## src/rtl/hkpt_pkg.sv

```systemverilog
// ----------------------------------------------------------------------------
// hkpt_pkg: shared types and constants for the keyed probe table
// Sequencer states, status and kind codes, and the remainder step function.
// ----------------------------------------------------------------------------
`default_nettype none

package hkpt_pkg;

    localparam int HASH_W   = 64;
    localparam int VALUE_W  = 32;
    localparam int CFG_W    = 9;
    localparam int SLOT_W   = 8;
    localparam int STATUS_W = 2;
    localparam int DIGIT_W  = 4;
    localparam int STEPS    = HASH_W / DIGIT_W;
    localparam int STEP_CW  = $clog2(STEPS);

    // status codes
    localparam logic [STATUS_W-1:0] STAT_INSERTED  = 2'd0;
    localparam logic [STATUS_W-1:0] STAT_FULL      = 2'd1;
    localparam logic [STATUS_W-1:0] STAT_FOUND     = 2'd2;
    localparam logic [STATUS_W-1:0] STAT_NOT_FOUND = 2'd3;

    // operation kinds
    localparam logic KIND_INSERT = 1'b0;
    localparam logic KIND_LOOKUP = 1'b1;

    typedef enum logic [2:0] {
        ST_CLEAR,
        ST_IDLE,
        ST_REM,
        ST_READ,
        ST_EVAL,
        ST_RESP
    } state_t;

    // One digit of long division: r < n on entry, result < n.
    function automatic logic [CFG_W-1:0] rem_step(
        input logic [CFG_W-1:0]   r,
        input logic [DIGIT_W-1:0] d,
        input logic [CFG_W-1:0]   n
    );
        logic [CFG_W-1:0] acc;
        logic [CFG_W:0]   t;
        acc = r;
        for (int i = DIGIT_W - 1; i >= 0; i--) begin
            t = {acc, d[i]};
            if (t >= {1'b0, n}) begin
                t = t - {1'b0, n};
            end
            acc = t[CFG_W-1:0];
        end
        return acc;
    endfunction

endpackage

`default_nettype wire

```

## src/rtl/hkpt_rem_unit.sv

```systemverilog
// ----------------------------------------------------------------------------
// hkpt_rem_unit: iterative hash remainder
// Reduces the 64-bit hash modulo the slot count, one nibble per cycle.
// ----------------------------------------------------------------------------
`default_nettype none

module hkpt_rem_unit (
    input  wire logic                         aclk,
    input  wire logic                         aresetn,
    input  wire logic                         start,
    input  wire logic [hkpt_pkg::HASH_W-1:0]  dividend,
    input  wire logic [hkpt_pkg::CFG_W-1:0]   divisor,
    output logic                              done,
    output logic [hkpt_pkg::CFG_W-1:0]        remainder
);

    logic                          busy_reg, busy_next;
    logic                          done_reg, done_next;
    logic [hkpt_pkg::STEP_CW-1:0]  cnt_reg, cnt_next;
    logic [hkpt_pkg::HASH_W-1:0]   sh_reg, sh_next;
    logic [hkpt_pkg::CFG_W-1:0]    r_reg, r_next;

    always_comb begin
        busy_next = busy_reg;
        done_next = 1'b0;
        cnt_next  = cnt_reg;
        sh_next   = sh_reg;
        r_next    = r_reg;
        if (start) begin
            busy_next = 1'b1;
            cnt_next  = '0;
            sh_next   = dividend;
            r_next    = '0;
        end else if (busy_reg) begin
            r_next   = hkpt_pkg::rem_step(r_reg,
                           sh_reg[hkpt_pkg::HASH_W-1 -: hkpt_pkg::DIGIT_W], divisor);
            sh_next  = sh_reg << hkpt_pkg::DIGIT_W;
            cnt_next = cnt_reg + 1'b1;
            if (cnt_reg == hkpt_pkg::STEP_CW'(hkpt_pkg::STEPS - 1)) begin
                busy_next = 1'b0;
                done_next = 1'b1;
            end
        end
    end

    always_ff @(posedge aclk) begin
        if (!aresetn) begin
            busy_reg <= 1'b0;
            done_reg <= 1'b0;
            cnt_reg  <= '0;
        end else begin
            busy_reg <= busy_next;
            done_reg <= done_next;
            cnt_reg  <= cnt_next;
        end
        sh_reg <= sh_next;
        r_reg  <= r_next;
    end

    assign done      = done_reg;
    assign remainder = r_reg;

endmodule

`default_nettype wire

```

## config.mk

```make
export PLATFORM = sky130hd
export DESIGN_NAME = hkpt_rem_unit
export DESIGN_NICKNAME = d
export VERILOG_FILES = /design/src/rtl/hkpt_pkg.sv /design/src/rtl/hkpt_rem_unit.sv
export SDC_FILE = /design/constraint.sdc
export NUM_CORES = 1
export LEC_CHECK = 0
export ABC_AREA = 0
export BUFFER_PORTS_ARGS = -buffer_cell sky130_fd_sc_hd__buf_4
export CORE_ASPECT_RATIO = 1.2
export CORE_MARGIN = 3
export CORE_UTILIZATION = 47
export DETAILED_ROUTE_END_ITERATION = 6
export GPL_ROUTABILITY_DRIVEN = 0
export PLACE_DENSITY = 0.68
export RECOVER_POWER = 50
export SKIP_CTS_REPAIR_TIMING = 1
export SYNTH_ARGS = -nofsm -noshare
export SYNTH_HDL_FRONTEND = slang
export SYNTH_SLANG_ARGS = --single-unit
```

## constraint.sdc

```tcl
create_clock -name aclk -period 15.65 [get_ports aclk]
set_input_delay 0 -clock aclk [delete_from_list [all_inputs] [get_ports aclk]]
set_output_delay 0 -clock aclk [all_outputs]
set_load 0.03 [all_outputs]
```

Yosys cells after proc, flatten, opt, wreduce, memory -nomap -nowiden
Cells that the tools add are included.
{ "classes": {"addsub": 5, "magnitude_cmp": 4, "eq_ne": 1, "n_mux": 16, "bitwise_logic": 2, "n_reduce_logical": 3} }
{ "ops": {"columns": ["cell", "count"], "rows": [
  ["$mux 64", 2],
  ["$mux 9", 10],
  ["$ge 10x9->1", 4],
  ["$sub 9x9->9", 4],
  ["$add 4x1->4 const B", 1],
  ["$eq 4x4->1 const B", 1],
  ["$mux 1", 4],
  ["$reduce_or 3->1", 1],
  ["$not 1->1", 2],
  ["$reduce_bool 2->1", 1],
  ["$reduce_or 2->1", 1]
]} }
{ "totals": {"regBits": 79, "input_bits": 76, "out_inout_bits": 10} }

Logic depth before layout (Yosys ltp)
{ "logic_depth": {"ltp_word": 14, "mapped_depth": 39, "depth_no_buf": 35} }

Least setup slack after synthesis
Ideal clock, no wire load.
{ "synth_path": {"kind": "register to register", "from": "reg sh_reg[63] in the netlist's numbering", "to": "reg r_reg (netlist bit remainder[0])", "setup_ns": 0.079, "t_arrival_ns": 8.020, "setup_slack_ns": 7.551, "path_stages_with_launch": 37, "period_less_slack_ns": 8.099, "cell_sequence": "edfxtp_1 > inv_1 > ha_1 > inv_1 > fa_1 > a211oi_2 > o21ai_1 > a221oi_2 > clkbuf_1 > mux2_2 > ha_1 > a21oi_1 > o21ai_1 > and2_1 > a311o_1 > or2_1 > buf_6 > mux2_2 > ha_1 > a211oi_1 > nor2_1 > o31ai_1 > nand2_1 > nor3_1 > a21oi_1 > buf_2 > a221oi_1 > ha_1 > a21o_1 > a21oi_1 > o21ai_0 > o21ai_0 > nand2b_1 > a211o_1 > buf_6 > mux2_4 > a211oi_2"} }
{ "synth_via": {"elab_chain_len": 14, "elab_cells_between_ends": 17, "classes_between": "add/sub (3); order compare (4); mux (10)"} }
{ "synth_lines": {"columns": ["element", "line_no", "source"], "rows": [
  ["start, declared", "hkpt_rem_unit.sv:20", "logic [hkpt_pkg::HASH_W-1:0] sh_reg, sh_next;"],
  ["start signal, assigned", "hkpt_rem_unit.sv:56", "sh_reg <= sh_next;"],
  ["$sub 9x9->9 / $ge 10x9->1 (equally long branches)", "hkpt_pkg.sv:49, hkpt_pkg.sv:48", null],
  ["$mux 9 (*)", "hkpt_pkg.sv:48", "if (t >= {1'b0, n}) begin"],
  ["$mux 9 (*)", "hkpt_rem_unit.sv:34", "end else if (busy_reg) begin"],
  ["$mux 9 (*)", "hkpt_rem_unit.sv:29", "if (start) begin"],
  ["$sub 9x9->9 / $ge 10x9->1 (equally long branches)", "hkpt_pkg.sv:49, hkpt_pkg.sv:48", null],
  ["$mux 9 (*)", "hkpt_pkg.sv:48", null],
  ["$mux 9 (*)", "hkpt_rem_unit.sv:34", null],
  ["$mux 9 (*)", "hkpt_rem_unit.sv:29", null],
  ["$sub 9x9->9 / $ge 10x9->1 (equally long branches)", "hkpt_pkg.sv:49, hkpt_pkg.sv:48", null],
  ["$mux 9 (*)", "hkpt_pkg.sv:48", null],
  ["$mux 9 (*)", "hkpt_rem_unit.sv:34", null],
  ["$mux 9 (*)", "hkpt_rem_unit.sv:29", null],
  ["$ge 10x9->1 (*)", "hkpt_pkg.sv:48", null],
  ["$mux 9 (*)", "hkpt_pkg.sv:48", null],
  ["end signal, assigned", "hkpt_rem_unit.sv:57", "r_reg <= r_next;"],
  ["end, declared", "hkpt_rem_unit.sv:21", "logic [hkpt_pkg::CFG_W-1:0] r_reg, r_next;"]
]} }
Mark *: on every way between the ends. The rest lies on a longest branch, timed or not. The select of a mux whose other input is x is not followed.
A chain may end at the register's enable or synchronous reset.

Final worst setup path
{ "layout_path": {"from": "reg sh_reg[63] in the netlist's numbering", "to": "reg r_reg (netlist bit remainder[8])"} }
{ "layout_via": {"elab_chain_len": 14, "elab_cells_between_ends": 18, "classes_between": "add/sub (4); order compare (4); mux (10)"} }
{ "layout_lines": {"columns": ["element", "line_no"], "rows": [
  ["$sub 9x9->9 / $ge 10x9->1 (equally long branches)", "hkpt_pkg.sv:49, hkpt_pkg.sv:48"],
  ["$mux 9 (*)", "hkpt_pkg.sv:48"],
  ["$mux 9 (*)", "hkpt_rem_unit.sv:34"],
  ["$mux 9 (*)", "hkpt_rem_unit.sv:29"],
  ["$sub 9x9->9 / $ge 10x9->1 (equally long branches)", "hkpt_pkg.sv:49, hkpt_pkg.sv:48"],
  ["$mux 9 (*)", "hkpt_pkg.sv:48"],
  ["$mux 9 (*)", "hkpt_rem_unit.sv:34"],
  ["$mux 9 (*)", "hkpt_rem_unit.sv:29"],
  ["$sub 9x9->9 / $ge 10x9->1 (equally long branches)", "hkpt_pkg.sv:49, hkpt_pkg.sv:48"],
  ["$mux 9 (*)", "hkpt_pkg.sv:48"],
  ["$mux 9 (*)", "hkpt_rem_unit.sv:34"],
  ["$mux 9 (*)", "hkpt_rem_unit.sv:29"],
  ["$sub 9x9->9 / $ge 10x9->1 (equally long branches)", "hkpt_pkg.sv:49, hkpt_pkg.sv:48"],
  ["$mux 9 (*)", "hkpt_pkg.sv:48"]
]} }
Marked as above.

==> results by group <==
Synthesis
  – Ys Warns: 0
  – Count of different cell masters after synthesis: 54
  – Synth Net Count: 565
  – Ys flop type: edfxtp_1
  – Dominant cells by area after synthesis: edfxtp_1 (37%), mux2_2 (16%), ha_1 (9.0%), dfxtp_1 (5.8%), xnor2_1 (2.7%)
  – Synth async-reset ratio: 0
  – Avg Synthesized Cell Area: 11.5 µm²
  – Yosys top cell area share: 0.372
  – Post-synth EDFFs: 64
  – Most instantiated library cell after synthesis: mux2_2
  – Most instantiated cells after synthesis: mux2_2 (72), edfxtp_1 (64), ha_1 (37)
  – Mapped Area: 5160 µm²
  – Yosys top cell by area: edfxtp_1
  – Yosys reg bits: 79
  – Cells after synthesis: 448
  – Post-synthesis sequential area ratio: 0.431

STA
  – Fmax: 0.107 GHz
  – RSZ-0062 raised after global routing: no
  – Hold WS: -13.2 ps
  – Slew @ Worst Pin: 3900 ps
  – Final count of hold timing violations: 1
  – Rel. slew slack: -1.60
  – Setup Skew: 7.36 ps
  – Final worst setup slack: 6270 ps
  – Min Tclk post-route: 9380 ps
  – Period utilisation layout: 0.600
  – Finish-stage setup viols: 0
  – Setup TNS: 0 ps
  – Fin. max-slew vios: 78

GRT
  – First-pass GRT wire length: 18.6 mm
  – Largest net degree at the start of global routing: 78
  – Initial antenna violation count: 0
  – Number of global-route vias before repair: 3914
  – Total track usage: 0.194
  – GR Overflow Total: 0

Worst setup path
  – Worst Path Buf+Inv: 2
  – Reg2reg start: sh_reg[63]
  – Critical Path Max Stage Delay: 890 ps
  – Slowest CP cell: a221oi_2
  – Crit path launch type: register
  – Crit path arrival time: 9410 ps
  – CP Data Required Time: 15670 ps
  – CP Max Fanout: 16
  – CP endpoint kind: register
  – Critical path's top delay family: compound AO/OA/AOI/OAI gates
  – Critical path class: reg2reg
  – CP startpoint: sh_reg[63]

Cells and area
  – Nets@finish: 711
  – Largest register FFs: 64
  – Area growth from synthesis to layout: 32.1%
  – ANT cells: 0
  – Finished Layout Cells: 728
  – Fillers: 786
  – Finished Cell Area: 6820 µm²
  – Multi-input logic area: 2780 µm²
  – Layout cells sized above 1: 0.289
  – FF+latch area: 2220 µm²

Floorplanning
  – Area of the core: 10600 µm²
  – Chip height: 121 µm
  – # rows: 41
  – Die width: 102 µm
  – Initial core utilization: 0.486
  – IO Count: 86
  – Die outline area: 12300 µm²

Routing
  – Final WL: 13.3 mm
  – Via count: 4087
  – Number of vias per cell: 5.61
  – Starting DRT DRC Count: 215
  – Pre-Repair DR Iteration Count: 5
  – DR DRC count: 0
  – Detailed-route wire length per cell: 18.3 µm
  – Antenna-violating nets left: 0

Placed design
  – Post-DP Area: 5900 µm²
  – Placed cell count: 649
  – Dpl ws: 6410 ps
  – Hpwl dp: 8.83 mm
  – Port bufs: 85

Clocking
  – H-tree depth: 3
  – Skew-Pair Late Insertion Delay: 330 ps
  – Clock Path Buffers: 2
  – Clock Tree Root: clkbuf_16
  – CTS Buf Count: 9
  – Reg clk slew, reported paths: 60 ps
  – Clock sinks: 79
  – CTS tree: done

Worst hold path
  – Worst Hold Class: in2reg
  – Hold Crit Start: dividend[62]

Status
  – Failing checks: hold timing, capacitance limit, slew limit
  – Status: finished, violations left

Run
  – MaxCap Viol Count: 1
[kinds of logic (layout without fill, tap and decap cells)]
kind of cell	Yosys count	in the layout	synth area share
simple gates	94	94	0.0895
compound gates	87	87	0.119
mux	82	82	0.178
flops	79	79	0.431
fa+ha+maj	41	41	0.105
buf+inv	37	188	0.0301
xor+xnor	28	28	0.0475
[per-stage QoR]
stage               hold slack, ps  utilization
global placement               230        0.556
CTS                          -67.5        0.587
detailed placement             245        0.556
finish                       -13.2        0.642
floorplan                      128            -
global route                 0.348        0.642
[layer usage]
metal  global-route usage  vias up  part of all wire
li1                     -     1978                 -
met5                    0        -                 0
met2                0.319      121              0.52
met4               0.0964        0             0.034
met1                0.238     1958              0.40
met3               0.0415       30             0.045
[cell type report]
| class | instances | share of cell area |
|---|---|---|
| Clock inverter | 7 | 0.0150 |
| Sequential cell | 79 | 0.326 |
| Clock buffer | 9 | 0.0330 |
| Multi-Input combinational cell | 332 | 0.408 |
| Timing Repair Buffer | 150 | 0.182 |
| Inverter | 22 | 0.0121 |
| Tap cell | 129 | 0.0237 |
[worst paths after layout]
path                       end  slack [ps]  depth (start not counted)
hold / removal      sh_reg[62]         -10                          2
setup reg to reg  remainder[8]        6270                         32
setup / recovery  remainder[8]        6270                         32
hold reg to reg           done         470                          2
[cell usage in the layout, fill, tap and decap left out, types with 3 or more instances in the layout]
cell	count
mux2_2	71
buf_4	75
nand3_1	6
a21o_1	9
and2_0	3
nand2b_1	7
a21oi_1	26
dlygate4sd3_1	63
clkbuf_16	9
xnor2_1	16
xor2_1	12
nor2b_1	6
inv_1	22
nand3b_1	3
edfxtp_1	64
fa_1	4
o21ai_0	7
o21ai_1	4
o31ai_1	4
nor2_1	33
a211oi_1	10
o21bai_1	3
nand2_1	13
clkbuf_1	11
nand4_1	6
nor3_1	7
ha_1	37
mux2i_1	8
dfxtp_1	15
Power is left out: the tool's default activity adds up to more than one toggle a clock period on the data nets, which glitch-free logic cannot reach.
